File: src/bcaa_pkg.sv
// Package for the battery-compensated angle block: widths, constants, state and command types.
// Used by the channel interfaces, the controller, the datapath, the divider and the top level.
`default_nettype none

package bcaa_pkg;

    localparam int CODE_W     = 24;
    localparam int BATT_W     = 10;
    localparam int MODE_W     = 2;
    localparam int ANGLE_W    = 16;
    localparam int OFS_W      = 18;
    localparam int MEAN_W     = 25;
    localparam int M_W        = 32;
    localparam int T_W        = 36;
    localparam int T25_W      = 41;
    localparam int DEN_W      = 25;
    localparam int DVD_W      = 50;
    localparam int DVS_W      = 24;
    localparam int RAW_W      = 40;
    localparam int NUM_SHIFT  = 13;
    localparam int CFG_IDX_W  = 1;
    localparam int CFG_DATA_W = 10;

    localparam logic [CFG_IDX_W-1:0] REG_RESOLUTION = 1'd0;
    localparam logic [CFG_IDX_W-1:0] REG_KNEE       = 1'd1;

    localparam logic [MODE_W-1:0] MODE_RESET = 2'd2;
    localparam logic [MODE_W-1:0] MODE_18BIT = 2'd3;
    localparam logic [BATT_W-1:0] KNEE_RESET = 10'd796;

    localparam logic signed [DEN_W-1:0] DEN_NOMINAL = 25'sd9420800;
    localparam logic signed [DEN_W-1:0] DEN_BIAS    = 25'sd737280;
    localparam logic [13:0]             DEN_SLOPE   = 14'd12639;
    localparam logic signed [T_W-1:0]   V_BIAS      = 36'sd46080;

    localparam logic [ANGLE_W-1:0]     ANGLE_MAX = 16'hFFFF;
    localparam logic signed [OFS_W-1:0] OFS_MAX  = 18'sd131071;
    localparam logic signed [OFS_W-1:0] OFS_MIN  = -18'sd131072;

    typedef enum logic [3:0] {
        ST_ACCUM,
        ST_ROUND,
        ST_MEAN,
        ST_SCALE,
        ST_NUMER,
        ST_RAW_START,
        ST_RAW_WAIT,
        ST_FINISH,
        ST_EMIT
    } ctrl_state_t;

    typedef struct packed {
        logic accept;
        logic round;
        logic mean;
        logic scale;
        logic numer;
        logic raw_start;
        logic finish;
        logic emit;
    } dp_cmd_t;

    typedef struct packed {
        logic window_last;
        logic div_done;
        logic den_fault;
        logic out_free;
    } dp_status_t;

endpackage

`default_nettype wire

File: src/bcaa_in_if.sv
// Input channel: one converter reading word with valid/ready handshake.
// Depends on bcaa_pkg for field widths.
`default_nettype none

interface bcaa_in_if import bcaa_pkg::*; ();
    logic              valid;
    logic              ready;
    logic [7:0]        code_byte0;
    logic [7:0]        code_byte1;
    logic [7:0]        code_byte2;
    logic [BATT_W-1:0] battery_count;
    logic              zero_request;

    modport source (output valid, code_byte0, code_byte1, code_byte2, battery_count,
                    zero_request, input ready);
    modport sink   (input valid, code_byte0, code_byte1, code_byte2, battery_count,
                    zero_request, output ready);
endinterface

`default_nettype wire

File: src/bcaa_out_if.sv
// Output channel: one angle result word with valid/ready handshake.
// Depends on bcaa_pkg for field widths.
`default_nettype none

interface bcaa_out_if import bcaa_pkg::*; ();
    logic               valid;
    logic               ready;
    logic [ANGLE_W-1:0] angle_q8;
    logic               denominator_fault;
    logic               offset_taken;

    modport source (output valid, angle_q8, denominator_fault, offset_taken, input ready);
    modport sink   (input valid, angle_q8, denominator_fault, offset_taken, output ready);
endinterface

`default_nettype wire

File: src/bcaa_cfg_if.sv
// Configuration write channel: register index and write data with valid/ready handshake.
// Depends on bcaa_pkg for field widths.
`default_nettype none

interface bcaa_cfg_if import bcaa_pkg::*; ();
    logic                  valid;
    logic                  ready;
    logic [CFG_IDX_W-1:0]  index;
    logic [CFG_DATA_W-1:0] data;

    modport source (output valid, index, data, input ready);
    modport sink   (input valid, index, data, output ready);
endinterface

`default_nettype wire

File: src/bcaa_divider.sv
// Unsigned restoring divider, one quotient bit per cycle, used for the angle quotient.
// Depends on bcaa_pkg for the dividend and divisor widths.
`default_nettype none

module bcaa_divider import bcaa_pkg::*; (
    input  wire logic             clk,
    input  wire logic             rst_n,
    input  wire logic             start,
    input  wire logic [DVD_W-1:0] dividend,
    input  wire logic [DVS_W-1:0] divisor,
    output logic                  busy,
    output logic                  done,
    output logic      [DVD_W-1:0] quotient
);

    localparam int CNT_W = $clog2(DVD_W);

    logic             busy_reg;
    logic             done_reg;
    logic [CNT_W-1:0] cnt_reg;
    logic [DVD_W-1:0] quo_reg;
    logic [DVS_W-1:0] rem_reg;
    logic [DVS_W-1:0] dvs_reg;

    logic [DVS_W:0]   trial;
    logic [DVS_W+1:0] diff;
    logic             qbit;
    logic [DVS_W-1:0] rem_next;

    always_comb
    begin
        trial    = {rem_reg, quo_reg[DVD_W-1]};
        diff     = {1'b0, trial} - {2'b00, dvs_reg};
        qbit     = ~diff[DVS_W+1];
        rem_next = qbit ? diff[DVS_W-1:0] : trial[DVS_W-1:0];
    end

    always_ff @(posedge clk or negedge rst_n)
    begin
        if (!rst_n)
        begin
            busy_reg <= 1'b0;
            done_reg <= 1'b0;
            cnt_reg  <= '0;
        end
        else
        begin
            done_reg <= 1'b0;
            if (start)
            begin
                busy_reg <= 1'b1;
                cnt_reg  <= '0;
            end
            else if (busy_reg)
            begin
                cnt_reg <= cnt_reg + 1'b1;
                if (cnt_reg == CNT_W'(DVD_W - 1))
                begin
                    busy_reg <= 1'b0;
                    done_reg <= 1'b1;
                end
            end
        end
    end

    always_ff @(posedge clk)
    begin
        if (start)
        begin
            quo_reg <= dividend;
            rem_reg <= '0;
            dvs_reg <= divisor;
        end
        else if (busy_reg)
        begin
            quo_reg <= {quo_reg[DVD_W-2:0], qbit};
            rem_reg <= rem_next;
        end
    end

    assign busy     = busy_reg;
    assign done     = done_reg;
    assign quotient = quo_reg;

endmodule

`default_nettype wire

File: src/bcaa_datapath.sv
// Datapath: configuration registers, window accumulator, span and numerator arithmetic,
// zero offset and the output word register. Depends on bcaa_pkg and bcaa_divider.
`default_nettype none

module bcaa_datapath import bcaa_pkg::*; #(
    parameter int WINDOW = 4
) (
    input  wire logic                  clk,
    input  wire logic                  rst_n,
    input  wire dp_cmd_t               cmd,
    output dp_status_t                 status,
    input  wire logic                  cfg_write,
    input  wire logic [CFG_IDX_W-1:0]  cfg_index,
    input  wire logic [CFG_DATA_W-1:0] cfg_data,
    input  wire logic [7:0]            code_byte0,
    input  wire logic [7:0]            code_byte1,
    input  wire logic [7:0]            code_byte2,
    input  wire logic [BATT_W-1:0]     battery_count,
    input  wire logic                  zero_request,
    output logic                       out_valid,
    input  wire logic                  out_ready,
    output logic      [ANGLE_W-1:0]    angle_q8,
    output logic                       denominator_fault,
    output logic                       offset_taken
);

    localparam int SUM_W  = CODE_W + $clog2(WINDOW) + 1;
    localparam int POS_W  = (WINDOW > 1) ? $clog2(WINDOW) : 1;
    localparam int MAG_W  = SUM_W - 1;
    localparam int RCP_SH = MAG_W + $clog2(WINDOW);
    localparam int RCP_W  = MAG_W + 1;

    // The rounded sum is divided by WINDOW as a multiplication by a rounded-up reciprocal.
    localparam logic [RCP_W-1:0] RECIP =
        RCP_W'(((64'd1 << RCP_SH) + 64'(WINDOW) - 64'd1) / 64'(WINDOW));

    logic [MODE_W-1:0] mode_reg;
    logic [BATT_W-1:0] knee_reg;

    logic [POS_W-1:0]        pos_reg;
    logic [POS_W-1:0]        pos_next;
    logic signed [SUM_W-1:0] sum_reg;
    logic signed [SUM_W-1:0] sum_next;
    logic [BATT_W-1:0]       held_reg;
    logic                    zreq_reg;
    logic                    window_last;

    logic signed [OFS_W-1:0] offset_reg;

    logic                    mean_neg_reg;
    logic [MAG_W-1:0]        rnd_mag_reg;
    logic [MEAN_W-1:0]       mean_mag_reg;
    logic signed [T_W-1:0]   t_reg;
    logic signed [DEN_W-1:0] den_reg;
    logic                    num_neg_reg;
    logic [DVD_W-1:0]        num_mag_reg;
    logic signed [RAW_W-1:0] raw_reg;

    logic               out_valid_reg;
    logic [ANGLE_W-1:0] angle_reg;
    logic               fault_reg;
    logic               taken_reg;

    logic signed [CODE_W-1:0] code_ext;
    logic signed [SUM_W-1:0]  sum_base;
    logic signed [SUM_W-1:0]  rnd;
    logic [SUM_W-1:0]         rnd_mag;
    logic [MAG_W+RCP_W-1:0]   mean_prod;

    logic                     div_start;
    logic [DVD_W-1:0]         div_dividend;
    logic [DVS_W-1:0]         div_divisor;
    logic                     div_busy;
    logic                     div_done;
    logic [DVD_W-1:0]         div_quotient;

    logic signed [MEAN_W-1:0] mean_s;
    logic [2:0]               shift;
    logic signed [M_W-1:0]    m_val;
    logic signed [T_W-1:0]    t_next;
    logic [23:0]              den_prod;
    logic signed [DEN_W-1:0]  den_next;
    logic                     den_fault;

    logic signed [T25_W-1:0]  t25;
    logic [T25_W-1:0]         t25_mag;
    logic [RAW_W-2:0]         raw_mag;
    logic signed [RAW_W-1:0]  raw_next;

    logic signed [RAW_W:0]    ang;
    logic [ANGLE_W-1:0]       ang_clamped;
    logic signed [RAW_W:0]    neg_raw;
    logic signed [OFS_W-1:0]  offset_next;
    logic                     out_free;

    bcaa_divider u_divider (
        .clk      (clk),
        .rst_n    (rst_n),
        .start    (div_start),
        .dividend (div_dividend),
        .divisor  (div_divisor),
        .busy     (div_busy),
        .done     (div_done),
        .quotient (div_quotient)
    );

    always_comb
    begin
        if (mode_reg == MODE_18BIT)
            code_ext = {code_byte0, code_byte1, code_byte2};
        else
            code_ext = {{8{code_byte0[7]}}, code_byte0, code_byte1};
        sum_base    = (pos_reg == '0) ? '0 : sum_reg;
        sum_next    = sum_base + SUM_W'(code_ext);
        window_last = (pos_reg == POS_W'(WINDOW - 1));
        pos_next    = window_last ? '0 : pos_reg + 1'b1;
    end

    always_comb
    begin
        rnd       = sum_reg + SUM_W'(WINDOW / 2);
        rnd_mag   = rnd[SUM_W-1] ? SUM_W'(-rnd) : SUM_W'(rnd);
        mean_prod = rnd_mag_reg * RECIP;

        div_start    = cmd.raw_start;
        div_dividend = num_mag_reg;
        div_divisor  = den_reg[DVS_W-1:0];
    end

    always_comb
    begin
        mean_s   = mean_neg_reg ? -$signed(mean_mag_reg) : $signed(mean_mag_reg);
        shift    = {2'd3 - mode_reg, 1'b0};
        m_val    = M_W'(mean_s) <<< shift;
        t_next   = (T_W'(m_val) <<< 3) + T_W'(m_val) - V_BIAS;
        den_prod = 24'(held_reg) * DEN_SLOPE;
        if (held_reg >= knee_reg)
            den_next = DEN_NOMINAL;
        else
            den_next = $signed({1'b0, den_prod}) - DEN_BIAS;
        den_fault = den_reg[DEN_W-1] || (den_reg == '0);
    end

    always_comb
    begin
        t25      = (T25_W'(t_reg) <<< 4) + (T25_W'(t_reg) <<< 3) + T25_W'(t_reg);
        t25_mag  = t25[T25_W-1] ? T25_W'(-t25) : T25_W'(t25);
        raw_mag  = div_quotient[RAW_W-2:0];
        raw_next = num_neg_reg ? -$signed({1'b0, raw_mag}) : $signed({1'b0, raw_mag});
    end

    always_comb
    begin
        ang = (RAW_W + 1)'(raw_reg) + (RAW_W + 1)'(offset_reg);
        if (ang[RAW_W])
            ang_clamped = '0;
        else if (|ang[RAW_W-1:ANGLE_W])
            ang_clamped = ANGLE_MAX;
        else
            ang_clamped = ang[ANGLE_W-1:0];

        neg_raw = -((RAW_W + 1)'(raw_reg));
        if ((neg_raw[RAW_W:OFS_W-1] == '0) || (neg_raw[RAW_W:OFS_W-1] == '1))
            offset_next = neg_raw[OFS_W-1:0];
        else if (neg_raw[RAW_W])
            offset_next = OFS_MIN;
        else
            offset_next = OFS_MAX;

        out_free = !out_valid_reg || out_ready;
    end

    always_ff @(posedge clk or negedge rst_n)
    begin
        if (!rst_n)
        begin
            mode_reg      <= MODE_RESET;
            knee_reg      <= KNEE_RESET;
            pos_reg       <= '0;
            offset_reg    <= '0;
            out_valid_reg <= 1'b0;
        end
        else
        begin
            if (cfg_write)
            begin
                case (cfg_index)
                    REG_RESOLUTION: mode_reg <= cfg_data[MODE_W-1:0];
                    REG_KNEE:       knee_reg <= cfg_data[BATT_W-1:0];
                    default:        ;
                endcase
            end
            if (cmd.accept)
                pos_reg <= pos_next;
            if (cmd.emit)
            begin
                out_valid_reg <= 1'b1;
                if (!den_fault && zreq_reg)
                    offset_reg <= offset_next;
            end
            else if (out_ready)
            begin
                out_valid_reg <= 1'b0;
            end
        end
    end

    always_ff @(posedge clk)
    begin
        if (cmd.accept)
        begin
            sum_reg  <= sum_next;
            zreq_reg <= zero_request;
            if (pos_reg == '0)
                held_reg <= battery_count;
        end
        if (cmd.round)
        begin
            mean_neg_reg <= rnd[SUM_W-1];
            rnd_mag_reg  <= rnd_mag[MAG_W-1:0];
        end
        if (cmd.mean)
            mean_mag_reg <= MEAN_W'(mean_prod >> RCP_SH);
        if (cmd.scale)
        begin
            t_reg   <= t_next;
            den_reg <= den_next;
        end
        if (cmd.numer)
        begin
            num_neg_reg <= t25[T25_W-1];
            num_mag_reg <= {t25_mag[DVD_W-NUM_SHIFT-1:0], {NUM_SHIFT{1'b0}}};
        end
        if (cmd.finish)
            raw_reg <= raw_next;
        if (cmd.emit)
        begin
            if (den_fault)
            begin
                angle_reg <= '0;
                fault_reg <= 1'b1;
                taken_reg <= 1'b0;
            end
            else
            begin
                angle_reg <= ang_clamped;
                fault_reg <= 1'b0;
                taken_reg <= zreq_reg;
            end
        end
    end

    assign status.window_last = window_last;
    assign status.div_done    = div_done;
    assign status.den_fault   = den_fault;
    assign status.out_free    = out_free;

    assign out_valid         = out_valid_reg;
    assign angle_q8          = angle_reg;
    assign denominator_fault = fault_reg;
    assign offset_taken      = taken_reg;

`ifndef ASSERT_OFF
    a_div_start_idle: assert property (@(posedge clk) disable iff (!rst_n)
        div_start |-> !div_busy)
        else $error("divider started while busy");

    a_accept_idle: assert property (@(posedge clk) disable iff (!rst_n)
        cmd.accept |-> !div_busy)
        else $error("input word accepted during computation");

    a_emit_free: assert property (@(posedge clk) disable iff (!rst_n)
        cmd.emit |-> (!out_valid_reg || out_ready))
        else $error("result written over a pending output word");

    a_offset_hold: assert property (@(posedge clk) disable iff (!rst_n)
        !cmd.emit |=> $stable(offset_reg))
        else $error("zero offset changed without a result");

    a_taken_not_fault: assert property (@(posedge clk) disable iff (!rst_n)
        out_valid_reg |-> !(taken_reg && fault_reg))
        else $error("offset taken on a faulted result");
`endif

endmodule

`default_nettype wire

File: src/bcaa_ctrl.sv
// Controller state machine: sequences accumulation, the mean, the angle division and the result.
// Depends on bcaa_pkg for the state, command and status types.
`default_nettype none

module bcaa_ctrl import bcaa_pkg::*; (
    input  wire logic       clk,
    input  wire logic       rst_n,
    input  wire logic       in_valid,
    output logic            in_ready,
    input  wire dp_status_t status,
    output dp_cmd_t         cmd
);

    ctrl_state_t state_reg;
    ctrl_state_t state_next;

    always_ff @(posedge clk or negedge rst_n)
    begin
        if (!rst_n)
            state_reg <= ST_ACCUM;
        else
            state_reg <= state_next;
    end

    always_comb
    begin
        state_next = state_reg;
        case (state_reg)
            ST_ACCUM:
                if (in_valid && status.window_last)
                    state_next = ST_ROUND;
            ST_ROUND:
                state_next = ST_MEAN;
            ST_MEAN:
                state_next = ST_SCALE;
            ST_SCALE:
                state_next = ST_NUMER;
            ST_NUMER:
                state_next = status.den_fault ? ST_EMIT : ST_RAW_START;
            ST_RAW_START:
                state_next = ST_RAW_WAIT;
            ST_RAW_WAIT:
                if (status.div_done)
                    state_next = ST_FINISH;
            ST_FINISH:
                state_next = ST_EMIT;
            ST_EMIT:
                if (status.out_free)
                    state_next = ST_ACCUM;
            default:
                state_next = ST_ACCUM;
        endcase
    end

    always_comb
    begin
        in_ready      = (state_reg == ST_ACCUM);
        cmd.accept    = in_ready && in_valid;
        cmd.round     = (state_reg == ST_ROUND);
        cmd.mean      = (state_reg == ST_MEAN);
        cmd.scale     = (state_reg == ST_SCALE);
        cmd.numer     = (state_reg == ST_NUMER);
        cmd.raw_start = (state_reg == ST_RAW_START);
        cmd.finish    = (state_reg == ST_FINISH);
        cmd.emit      = (state_reg == ST_EMIT) && status.out_free;
    end

endmodule

`default_nettype wire

File: src/battery_compensated_angle_from_adc.sv
// Battery-compensated angle from converter readings, top level.
// The result word of a window follows the accept of its last word and is set mostly by the 50-step
// serial angle divider; when the sensor span is not positive the division is skipped.
// Words are taken one per cycle in a window; no word is taken while a window's result is computed.
// Reset (rst_n, asynchronous, active low) clears the window, the zero offset and the output,
// and loads the resolution mode and battery knee defaults.
`default_nettype none

module battery_compensated_angle_from_adc import bcaa_pkg::*; #(
    parameter int WINDOW = 4
) (
    input wire logic  clk,
    input wire logic  rst_n,
    bcaa_in_if.sink   in_ch,
    bcaa_cfg_if.sink  cfg_ch,
    bcaa_out_if.source out_ch
);

    dp_cmd_t    cmd;
    dp_status_t status;
    logic       cfg_write;

    assign cfg_ch.ready = 1'b1;
    assign cfg_write    = cfg_ch.valid;

    bcaa_ctrl u_ctrl (
        .clk      (clk),
        .rst_n    (rst_n),
        .in_valid (in_ch.valid),
        .in_ready (in_ch.ready),
        .status   (status),
        .cmd      (cmd)
    );

    bcaa_datapath #(
        .WINDOW (WINDOW)
    ) u_datapath (
        .clk               (clk),
        .rst_n             (rst_n),
        .cmd               (cmd),
        .status            (status),
        .cfg_write         (cfg_write),
        .cfg_index         (cfg_ch.index),
        .cfg_data          (cfg_ch.data),
        .code_byte0        (in_ch.code_byte0),
        .code_byte1        (in_ch.code_byte1),
        .code_byte2        (in_ch.code_byte2),
        .battery_count     (in_ch.battery_count),
        .zero_request      (in_ch.zero_request),
        .out_valid         (out_ch.valid),
        .out_ready         (out_ch.ready),
        .angle_q8          (out_ch.angle_q8),
        .denominator_fault (out_ch.denominator_fault),
        .offset_taken      (out_ch.offset_taken)
    );

endmodule

`default_nettype wire

File: src/flat_wrapper.sv
// flat-port wrapper written by rule: the top's interface ports become plain ports
module battery_compensated_angle_from_adc_flat import bcaa_pkg::*;
#(
    parameter int WINDOW = 4
)
  (clk, rst_n, in_ch_valid, in_ch_code_byte0, in_ch_code_byte1, in_ch_code_byte2, in_ch_battery_count, in_ch_zero_request, in_ch_ready, cfg_ch_valid, cfg_ch_index, cfg_ch_data, cfg_ch_ready, out_ch_valid, out_ch_angle_q8, out_ch_denominator_fault, out_ch_offset_taken, out_ch_ready);
  bcaa_in_if in_ch_i ();
  bcaa_cfg_if cfg_ch_i ();
  bcaa_out_if out_ch_i ();
  input wire logic clk;
  input wire logic rst_n;
  input wire logic [$bits(in_ch_i.valid)-1:0] in_ch_valid;
  input wire logic [$bits(in_ch_i.code_byte0)-1:0] in_ch_code_byte0;
  input wire logic [$bits(in_ch_i.code_byte1)-1:0] in_ch_code_byte1;
  input wire logic [$bits(in_ch_i.code_byte2)-1:0] in_ch_code_byte2;
  input wire logic [$bits(in_ch_i.battery_count)-1:0] in_ch_battery_count;
  input wire logic [$bits(in_ch_i.zero_request)-1:0] in_ch_zero_request;
  output wire logic [$bits(in_ch_i.ready)-1:0] in_ch_ready;
  input wire logic [$bits(cfg_ch_i.valid)-1:0] cfg_ch_valid;
  input wire logic [$bits(cfg_ch_i.index)-1:0] cfg_ch_index;
  input wire logic [$bits(cfg_ch_i.data)-1:0] cfg_ch_data;
  output wire logic [$bits(cfg_ch_i.ready)-1:0] cfg_ch_ready;
  output wire logic [$bits(out_ch_i.valid)-1:0] out_ch_valid;
  output wire logic [$bits(out_ch_i.angle_q8)-1:0] out_ch_angle_q8;
  output wire logic [$bits(out_ch_i.denominator_fault)-1:0] out_ch_denominator_fault;
  output wire logic [$bits(out_ch_i.offset_taken)-1:0] out_ch_offset_taken;
  input wire logic [$bits(out_ch_i.ready)-1:0] out_ch_ready;
  assign in_ch_i.valid = in_ch_valid;
  assign in_ch_i.code_byte0 = in_ch_code_byte0;
  assign in_ch_i.code_byte1 = in_ch_code_byte1;
  assign in_ch_i.code_byte2 = in_ch_code_byte2;
  assign in_ch_i.battery_count = in_ch_battery_count;
  assign in_ch_i.zero_request = in_ch_zero_request;
  assign in_ch_ready = in_ch_i.ready;
  assign cfg_ch_i.valid = cfg_ch_valid;
  assign cfg_ch_i.index = cfg_ch_index;
  assign cfg_ch_i.data = cfg_ch_data;
  assign cfg_ch_ready = cfg_ch_i.ready;
  assign out_ch_valid = out_ch_i.valid;
  assign out_ch_angle_q8 = out_ch_i.angle_q8;
  assign out_ch_denominator_fault = out_ch_i.denominator_fault;
  assign out_ch_offset_taken = out_ch_i.offset_taken;
  assign out_ch_i.ready = out_ch_ready;
  battery_compensated_angle_from_adc #(.WINDOW(WINDOW)) u_core (.clk(clk), .rst_n(rst_n), .in_ch(in_ch_i), .cfg_ch(cfg_ch_i), .out_ch(out_ch_i));
endmodule
File: config.mk
export PLATFORM = sky130hd
export DESIGN_NAME = battery_compensated_angle_from_adc_flat
export DESIGN_NICKNAME = d
export VERILOG_FILES = /design/src/bcaa_pkg.sv /design/src/bcaa_in_if.sv /design/src/bcaa_out_if.sv /design/src/bcaa_cfg_if.sv /design/src/bcaa_divider.sv /design/src/bcaa_datapath.sv /design/src/bcaa_ctrl.sv /design/src/battery_compensated_angle_from_adc.sv /design/src/flat_wrapper.sv
export SDC_FILE = /design/constraint.sdc
export NUM_CORES = 1
export LEC_CHECK = 0
export ABC_AREA = 1
export BUFFER_PORTS_ARGS = -buffer_cell sky130_fd_sc_hd__buf_4
export CAP_MARGIN = 25
export CORE_MARGIN = 4
export CORE_UTILIZATION = 25
export DETAILED_ROUTE_END_ITERATION = 7
export SYNTH_ARGS = -nofsm -noshare
export SYNTH_HDL_FRONTEND = slang
export SYNTH_SLANG_ARGS = --single-unit
File: constraint.sdc
create_clock -name clk -period 6.55 [get_ports clk]
set_input_delay 1.6375 -clock clk [delete_from_list [all_inputs] [get_ports clk]]
set_output_delay 1.6375 -clock clk [all_outputs]
set_load 0.005 [all_outputs]
=== Yosys cells after proc, flatten, opt, wreduce, memory -nomap -nowiden ===
Cells that the tools add are included.

* Register bits: 389
* Bits in latches: 0
* Memory bits (writable): 0
* Memory bits (read-only): 0
* Input bits: 51
* Output and inout bits: 21
* Memories kept: 0

* Add/sub/neg operators: 17
* Multiply operators: 1
* Divide/modulo/power cells: 0
* $lt $le $gt $ge: 1
* Equality and inequality tests: 15
* Shift-type cells: 1
* Mux-type cells: 29
* Bitwise logic cells: 2
* Reductions and logical operators: 22

{| class="wikitable"
|+ Operators with widths
! cell !! number
|-
| 50-bit two-way mux || 2
|-
| 40-bit by 18-bit adder with 41-bit output || 1
|-
| 40-bit by 39-bit adder with 41-bit output || 1
|-
| 41-bit by 36-bit adder with 41-bit output || 1
|-
| 40-bit negator with 41-bit output || 1
|-
| 39-bit negator with 40-bit output || 1
|-
| 39-bit two-way mux || 1
|-
| 37-bit two-way mux || 1
|-
| 37-bit negator || 1
|-
| 35-bit by 32-bit adder with 36-bit output || 1
|-
| 18-bit two-way mux || 2
|-
| 4-bit case mux with 9 select lines || 1
|-
| 36-bit by 17-bit subtractor with 36-bit output (second input constant) || 1
|-
| 25-bit by 3-bit <<< shifter with 32-bit output || 1
|-
| 27-bit by 24-bit adder with 27-bit output || 1
|-
| 27-bit by 3-bit adder with 27-bit output (second input constant) || 1
|-
| 27-bit two-way mux || 1
|-
| 26-bit two-way mux || 1
|-
| 26-bit negator || 1
|-
| 25-bit by 24-bit subtractor with 26-bit output || 1
|-
| 25-bit zero test || 1
|-
| 25-bit two-way mux || 1
|-
| 24-bit negator with 25-bit output || 1
|-
| 24-bit by 20-bit subtractor with 25-bit output (second input constant) || 1
|-
| other kinds (33) || 62
|}

=== Depth between registers and ports, before layout ===
Gate-level depths: netlist of run 1.

* Word-level depth: 5
* Mapped depth: 26
* Gate-level depth less buffers: 26

=== Modules after synthesis ===
Synthesis of run 1 repeated with hierarchy kept, for this count alone.

* Cells, all modules: 4955
* Area, all modules: 35248.8 µm²

{| class="wikitable"
|+ Modules (own cells, without submodules)
! module !! instances !! cells an instance !! area an instance (µm²) !! sequential area each (µm²)
|-
| bcaa_datapath || 1 || 4060 || 28652.5 || 8160.3
|-
| bcaa_divider || 1 || 842 || 6264.8 || 2902.8
|-
| bcaa_ctrl || 1 || 51 || 320.3 || 100.1
|-
| battery_compensated_angle_from_adc || 1 || 2 || 11.3 || 0.0
|}

=== Worst setup path after synthesis of run 1 ===
OpenSTA, ideal clock, no wires.

* Path kind: reg2reg
* From: register u_core.u_datapath.held_reg[8]
* To: register u_core.u_datapath.den_reg[18] (data pin)
* Arrival time: 4.885 ns
* Slack: 1.403 ns
* Cell stages (with the launch flop): 17
* Path through: edfxtp_1 > inv_1 > fa_1 > fa_1 > fa_1 > inv_1 > fa_1 > fa_1 > ha_1 > a21oi_1 > o21ai_0 > nand2_1 > o211ai_1 > a21oi_1 > o21ai_0 > xor2_1 > or2_2

* Word-level cells in the longest chain between the ends: 2
* Elaborated cells between the ends (all ways): 3
* Classes of those cells: add/sub (1); mul (1); order compare (1)

{| class="wikitable"
|+ Ends and longest elaborated chain
! element !! line !! source
|-
| start: declaration || bcaa_datapath.sv:44 || <nowiki>logic [BATT_W-1:0] held_reg;</nowiki>
|-
| start signal: assignment || bcaa_datapath.sv:215 || <nowiki>held_reg <= battery_count;</nowiki>
|-
| 10-bit by 14-bit multiplier with 24-bit output || bcaa_datapath.sv:136 || <nowiki>den_prod = 24'(held_reg) * DEN_SLOPE;</nowiki>
|-
| 24-bit by 20-bit subtractor with 25-bit output || bcaa_datapath.sv:140 || <nowiki>den_next = $signed({1'b0, den_prod}) - DEN_BIAS;</nowiki>
|-
| end signal: assignment || bcaa_datapath.sv:227 || <nowiki>den_reg <= den_next;</nowiki>
|-
| end: declaration || bcaa_datapath.sv:54 || <nowiki>logic signed [DEN_W-1:0] den_reg;</nowiki>
|}

Several ways; a longest one is shown, not always the timed one.
A chain may end at the register's enable or synchronous reset.

=== Final worst setup path of run 1 ===
Ends and elaborated chain as after synthesis.

==> results by group, run 1 <==
Run status
  – Outcome: completed

Worst setup path
  – CP Data Required Time: 6.89 ns
  – Reg-to-reg endpoint: u_core.u_datapath.den_reg[18]$_SDFFCE_PP1P_
  – Critical path type: reg -> reg
  – Critical Path End Type: flop
  – CP max stage cell: fa_1
  – R2R depth: 16
  – Worst r2r src: u_core.u_datapath.held_reg[8]$_DFFE_PP_
  – Crit path launch type: flop
  – Crit-path max FO: 8
  – Most numerous cell on the critical path: fa_1
  – CP delay by family, top: adder cells
  – Worst-path cell chain: inv_1, fa_1, fa_1, fa_1, inv_1, fa_1, fa_1, ha_1, a21oi_1, o21ai_0, nand2_1, o211ai_1, a21oi_1, o21ai_0, xor2_1, or2_2
  – Critical Path AT: 5.87 ns
  – CP peak stage delay: 0.57 ns
  – Register-to-Register Setup Slack: 1.02 ns
  – Buf/Inv on CP: 2

Clocking
  – Clock root buffer: clkbuf_16
  – Clk buf depth: 3
  – Number of hold buffers added after CTS: 0
  – CTS clk-pin slew, worst paths: 0.06 ns
  – Setup Fix Bufs, Post-CTS: 0
  – Cts bufs inserted: 46
  – CTS tree: done
  – Clock sink total: 387
  – Post_cts resized: 0
  – Max H-tree Level: 2
  – Clk Latency, worst-skew pair: 0.61 ns

Place
  – Gpl congestion: 0.908
  – Post-Place Cell Area: 0.0370 mm^2
  – Placed Cells: 6,448
  – IO buf count: 70
  – DPL Wire Length: 72,000 um

Route
  – DRC Markers: 0
  – Routed Antenna Nets: 0
  – Pre-Repair DR Iteration Count: 6
  – Via-to-Cell Ratio: 4.40
  – DR vias: 28,756
  – Initial drt markers: 1,692
  – Average wire per cell in the routed design: 13.3 um
  – Routed WL: 86,600 um

Logic synthesis
  – Net Count, Synth: 5,063
  – Sequential-to-total area share from yosys stat: 32.5%
  – Fraction of registers with async set/reset: 11.6%
  – Synth Instances: 4,643
  – YS warnings: 0
  – Top cell type's share of synthesized area: 27.8%
  – Post-synth top flop: edfxtp_1
  – Library cells used by synthesis: 62
  – Synth top area cells: edfxtp_1 28%, nand2_1 14%, ha_1 11%
  – Dominant cell type by area after synthesis: edfxtp_1
  – Number of synthesized flops with an enable pin: 318
  – Number of synthesized register bits: 387
  – Syn_area_per_cell: 7.41 um^2
  – Synth Cell Area: 0.0344 mm^2

Final layout
  – Fraction of layout cells with a size suffix above 1: 5.99%
  – FILL cells: 14,840
  – Final Instance Area: 0.0385 mm^2
  – Number of flip-flops in the largest register: 50
  – N_diodes: 0
  – Layout Utilization: 28.3%
  – Area growth syn-to-layout: 12.0%
  – Layout Nets: 5,137
  – Commonest cells after routing, fill and taps aside: 1,320 x nand2_1, 758 x inv_1, 454 x nor2_1, 318 x edfxtp_1, 292 x ha_1
  – Final Non-Filler Cells: 6,535
  – Most common cell after layout, fill and taps aside: nand2_1

Timing
  – Crit path time final: 5.53 ns
  – Fin. max-slew vios: 0
  – Max Freq: 0.181 GHz
  – TNS Setup: 0 ns
  – Slew Limit Headroom: 36.4%
  – Clock Skews: 0.0441 ns
  – Worst-margin pin slew: 0.952 ns
  – Unrepaired setup endpoints after global routing: no
  – Final setup vio count: 0
  – Final Cycle Share: 84.5%
  – Final hold violations: 0

Die
  – Starting Density: 25.3%
  – Row Count: 135
  – DIE AREA: 0.144 mm^2
  – # IOs: 72
  – Core area: 0.136 mm^2
  – Die Y: 379 um
  – Die width: 379 um

Global routing
  – Vias in the first global route: 28,178
  – Pin count of the biggest net entering global routing: 73
  – First-pass GRT wire length: 142,000 um
  – Gr usage total: 12.0%
  – GRT Residual Overflow: 0
  – Initial antenna violation count: 0

Min path
  – Hold Crit Start: u_core.u_datapath.rnd_mag_reg[12]$_DFFE_PP_
  – Hold Crit Depth: 0
  – Hold Crit Class: reg -> reg
  – Hold Path End: u_core.u_datapath.mean_mag_reg[10]$_DFFE_PP_

Flow run
  – Number of max-cap violations: 0
==> cell usage after synthesis, types with 15 or more instances <==
cell type  instances
nand4_1           71
inv_1            759
nand3_1          226
nor4_1            23
a21oi_1          210
nor3_1            44
nand2_2           29
dfrtp_1           39
nor2_1           461
xnor2_1           92
fa_1              77
nor2_2            23
o21ai_0          205
clkbuf_1          43
ha_1             292
dfxtp_1           24
o21bai_1          18
edfxtp_1         318
or2_2             15
nand2_1         1320
nand3b_1          24
xor2_1           157
==> worst max-delay path by stage <==
stage,startpoint,endpoint,slack (ns),depth (start not counted)
2_1_floorplan,u_core.u_datapath.held_reg[8]$_DFFE_PP_,u_core.u_datapath.den_reg[18]$_SDFFCE_PP1P_,1.40,16
3_3_place_gp,u_core.u_datapath.held_reg[8]$_DFFE_PP_,u_core.u_datapath.den_reg[18]$_SDFFCE_PP1P_,1.07,16
3_5_place_dp,u_core.u_datapath.held_reg[8]$_DFFE_PP_,u_core.u_datapath.den_reg[18]$_SDFFCE_PP1P_,0.98,16
4_1_cts,u_core.u_datapath.held_reg[8]$_DFFE_PP_,u_core.u_datapath.den_reg[18]$_SDFFCE_PP1P_,0.96,16
5_1_grt,u_core.u_datapath.held_reg[8]$_DFFE_PP_,u_core.u_datapath.den_reg[18]$_SDFFCE_PP1P_,0.60,16
6_report,u_core.u_datapath.held_reg[8]$_DFFE_PP_,u_core.u_datapath.den_reg[18]$_SDFFCE_PP1P_,1.02,16
==> layout make-up <==
| type | instances | area (um^2) | share of cell area (%) |
|---|---|---|---|
| clock buffers | 57 | 1200 | 3.12 |
| clock inverters | 28 | 250 | 0.650 |
| inverters | 766 | 2880 | 7.47 |
| multi-input cells | 3430 | 20100 | 52.2 |
| flip-flops and latches | 387 | 11200 | 29.0 |
| well taps | 1781 | 2230 | 5.79 |
| repair buffers | 86 | 671 | 1.74 |
==> cells by family (layout without fill, tap and decap cells) <==
kind of cell / Yosys count / after routing / synth area share [%]
other: 1 / 1 / 0.0109
buffers and inverters: 826 / 937 / 9.16
muxes: 18 / 18 / 0.571
adders and majority gates: 369 / 369 / 15.1
xor gates and xnor gates: 249 / 249 / 6.34
DFF: 387 / 387 / 32.5
AOI/OAI and AO/OA: 522 / 522 / 8.38
and+or+nand+nor: 2271 / 2271 / 28.0
==> metal layers <==
metal | up-vias | part of all wire (%) | wire, um | global-route usage, %
met5 | - | 0 | 0 | 0
met4 | 0 | 3.0 | 2630 | 3.84
li1 | 15109 | - | - | -
met3 | 123 | 3.0 | 2560 | 1.36
met1 | 13138 | 45 | 38900 | 14.8
met2 | 386 | 49 | 42600 | 21.6
==> metrics by stage <==
step | worst slack (ns) | hold slack, ns
3_3_place_gp | 1.07 | 0.401
6_report | 1.02 | 0.416
4_1_cts | 0.965 | 0.417
5_1_grt | 0.600 | 0.425
2_1_floorplan | 1.40 | 0.400
3_5_place_dp | 0.983 | 0.405
Power of run 1 is not shown: default switching activity piles up to over one toggle a cycle in this logic, so the estimate is an artifact.
==> inputs of run 2 (changes only) <==
--- a/config.mk
+++ b/config.mk
@@ -5,7 +5,7 @@
 export SDC_FILE = /design/constraint.sdc
 export NUM_CORES = 1
 export LEC_CHECK = 0
-export ABC_AREA = 1
+export ABC_AREA = 0
 export BUFFER_PORTS_ARGS = -buffer_cell sky130_fd_sc_hd__buf_4
 export CAP_MARGIN = 25
 export CORE_MARGIN = 4
==> constraint.sdc (replaced) <==
create_clock -name clk -period 4.7 [get_ports clk]
set_input_delay 1.175 -clock clk [delete_from_list [all_inputs] [get_ports clk]]
set_output_delay 1.175 -clock clk [all_outputs]
set_load 0.005 [all_outputs]
==> run 2 against run 1 <==
Against the previous run:
- the run now ends with negative setup slack left
- utilization increased by 2.2 points
- largest cell class unchanged
- final cell count decreased by 20%
- clock skew decreased by 0.026 ns
- global-route usage decreased by 1.7 points
- flip-flop and latch count unchanged
- die area decreased by 9.5%
==> results by group, run 2 <==
Timing
  – Final worst setup slack: -0.537 ns (-1.55 ns)
  – Unrepaired setup endpoints after global routing: yes
  – Clock Skews: 0.0177 ns (-0.0263 ns)
  – Slew Limit Headroom: 40.3% (+3.9 points)
  – Worst-margin pin slew: 0.887 ns (-0.0649 ns)
  – Hold slack: 0.417 ns (+0.00144 ns)
  – Crit path time final: 5.24 ns (-0.298 ns)
  – Final hold violations: 0 (unchanged)
  – Final Cycle Share: 111% (+27 points)
  – Max Freq: 0.191 GHz (+5.7%)
  – TNS Setup: -1.78 ns (-1.78 ns)
  – Final setup vio count: 9 (+9)
  – Fin. max-slew vios: 0 (unchanged)

Clocking
  – Clock sink total: 387 (unchanged)
  – Max H-tree Level: 2 (unchanged)
  – Clk buf depth: 3 (unchanged)
  – CTS tree: done
  – CTS clk-pin slew, worst paths: 0.06 ns (about the same)
  – Cts bufs inserted: 45 (-2.2%)
  – Clk Latency, worst-skew pair: 0.59 ns (-0.02 ns)
  – Clock root buffer: clkbuf_16

Worst setup path
  – Crit path launch type: flop
  – Crit-path max FO: 3 (-5)
  – Critical Path End Type: flop
  – Critical Path AT: 5.56 ns (-0.31 ns)
  – Critical path type: reg -> reg
  – CP Data Required Time: 5.02 ns (-1.87 ns)

Logic synthesis
  – Synth Cell Area: 0.0311 mm^2 (-9.7%)
  – YS warnings: 0 (unchanged)
  – Post-synth top flop: edfxtp_1
  – Synth top area cells: edfxtp_1 31%, ha_1 12%, xnor2_1 5.8%
  – Most frequent cell after synthesis: nand2_1
  – Fraction of registers with async set/reset: 11.6% (unchanged)
  – Synth top cells by count: 353 x nand2_1, 318 x edfxtp_1, 292 x ha_1, 236 x inv_1, 218 x nor2_1
  – Dominant cell type by area after synthesis: edfxtp_1
  – Sequential-to-total area share from yosys stat: 35.9% (+3.5 points)
  – Syn_area_per_cell: 9.52 um^2 (+29%)
  – Library cells used by synthesis: 101 (+63%)
  – Net Count, Synth: 3,683 (-27%)
  – Synth Instances: 3,263 (-30%)
  – Number of synthesized register bits: 387 (unchanged)
  – Number of synthesized flops with an enable pin: 318 (unchanged)
  – Top cell type's share of synthesized area: 30.7% (+3.0 points)

Final layout
  – N_diodes: 0 (unchanged)
  – Layout Nets: 3,987 (-22%)
  – Number of flip-flops in the largest register: 50 (unchanged)
  – Fraction of layout cells with a size suffix above 1: 18.0% (+12 points)
  – Area growth syn-to-layout: 21.4%
  – Most common cell after layout, fill and taps aside: nand2_1
  – Commonest cells after routing, fill and taps aside: 350 x nand2_1, 349 x buf_4, 318 x edfxtp_1, 272 x ha_1, 225 x inv_1
  – Final Non-Filler Cells: 5,241 (-20%)

Die
  – Die Y: 361 um (-4.9%)
  – Die width: 361 um (-4.9%)
  – Row Count: 129 (-4.4%)
  – # IOs: 72 (unchanged)
  – Core area: 0.124 mm^2 (-9.2%)
  – DIE AREA: 0.130 mm^2 (-9.5%)
  – Starting Density: 25.1% (-0.14 points)

Global routing
  – First-pass GRT wire length: 115,000 um (-19%)
  – Gr usage total: 10.3% (-1.7 points)
  – Vias in the first global route: 23,278 (-17%)
  – Pin count of the biggest net entering global routing: 62 (-15%)
  – GRT Residual Overflow: 0 (unchanged)
  – Initial antenna violation count: 0 (unchanged)

Place
  – IO buf count: 70 (unchanged)
  – Gpl congestion: 0.880 (-3.1%)
  – DPL Wire Length: 54,100 um (-25%)
  – Placed Cells: 5,134 (-20%)

Route
  – Routed Antenna Nets: 0 (unchanged)
  – DRC Markers: 0 (unchanged)
  – Pre-Repair DR Iteration Count: 5 (-1)
  – Initial drt markers: 1,310 (-23%)
  – Average wire per cell in the routed design: 13.2 um (-0.49%)
  – Via-to-Cell Ratio: 4.53 (+3.0%)
  – DR vias: 23,750 (-17%)
  – Routed WL: 69,100 um (-20%)

Min path
  – Hold Crit Class: reg -> reg

Flow run
  – Number of max-cap violations: 0 (unchanged)

Run status
  – Violations in the final reports: negative setup slack
  – Outcome: complete, but fails checks
## run 2: final timing paths
check                      slack, ns                                         from  depth (start not counted)                                           end
hold reg to reg                 0.42  u_core.u_datapath.rnd_mag_reg[14]$_DFFE_PP_                          0  u_core.u_datapath.mean_mag_reg[12]$_DFFE_PP_
hold / removal                  0.42  u_core.u_datapath.rnd_mag_reg[14]$_DFFE_PP_                          0  u_core.u_datapath.mean_mag_reg[12]$_DFFE_PP_
setup / recovery               -0.54      u_core.u_datapath.held_reg[9]$_DFFE_PP_                         20   u_core.u_datapath.den_reg[20]$_SDFFCE_PP0P_
max in group asynchronous       3.57                                        rst_n                          1     u_core.u_datapath.knee_reg[6]$_DFFE_PN0P_
min in group asynchronous       0.63                                        rst_n                          1   u_core.u_datapath.offset_reg[4]$_DFFE_PN0P_
setup reg to reg               -0.54      u_core.u_datapath.held_reg[9]$_DFFE_PP_                         20   u_core.u_datapath.den_reg[20]$_SDFFCE_PP0P_
## run 2: routing by layer
layer  share of wire [%]  wire length (um)  GRT usage [%]  up-vias
li1                    -                 -              -    12344
met1                  49             33600           14.0    11018
met2                  46             31500           16.8      291
met3                 3.2              2220           1.46       97
met4                 2.7              1860           3.23        0
met5                   0                 0              0        -
## run 2: final cells by class
cell class,instances,area (um^2)
well taps,1637,2050
clock inverters,27,262
multi-input cells,2537,19400
inverters,239,897
clock buffers,57,1210
flip-flops and latches,387,11200
repair buffers,357,2740
fillers,12918,85900
## run 2: what timing repair did
| item | in CTS | in global routing |
|---|---|---|
| pin swaps | 31 | 61 |
| endpoints found under the setup margin | 27 | 34 |
| setup buffers | 9 | 18 |
| hold buffers | 0 | 0 |
| resized for setup | 52 | 121 |
## run 2: worst max-delay path, cell delays in order (launching register included)
cell      delay [ns]
edfxtp_1        0.40
inv_2           0.09
fa_2            0.49
xor2_2          0.18
ha_1            0.29
inv_1           0.05
fa_1            0.52
inv_1           0.05
fa_1            0.47
ha_1            0.31
ha_1            0.34
nor2b_1         0.16
a41oi_2         0.21
a21oi_2         0.09
a41o_1          0.20
or4_4           0.45
buf_4           0.16
buf_6           0.11
a31oi_4         0.12
xor2_1          0.19
nor2_1          0.08
## run 2: cells by family (layout without fill, tap and decap cells)
group,count (synthesis),count (layout),synth area share (%)
buffers and inverters,339,680,4.35
adder cells (fa/ha/maj),369,369,16.7
other,1,1,0.0121
flip-flops,387,387,35.9
AND/OR/NAND/NOR,1038,1038,16.2
XOR/XNOR,293,293,8.26
AO/OA/AOI/OAI,751,751,15.6
multiplexers,85,85,2.86
## run 2: stage by stage
stage	util [%]	setup slack, ns	cell area [um^2]
after floorplan	-	-0.621	31100
after global placement	28.5	-0.497	35300
after detailed placement	28.5	-0.575	35300
after CTS	29.9	-0.487	37000
after global routing	30.5	-0.789	37700
final	30.5	-0.537	37700
Power of run 2 is left out for the same reason.
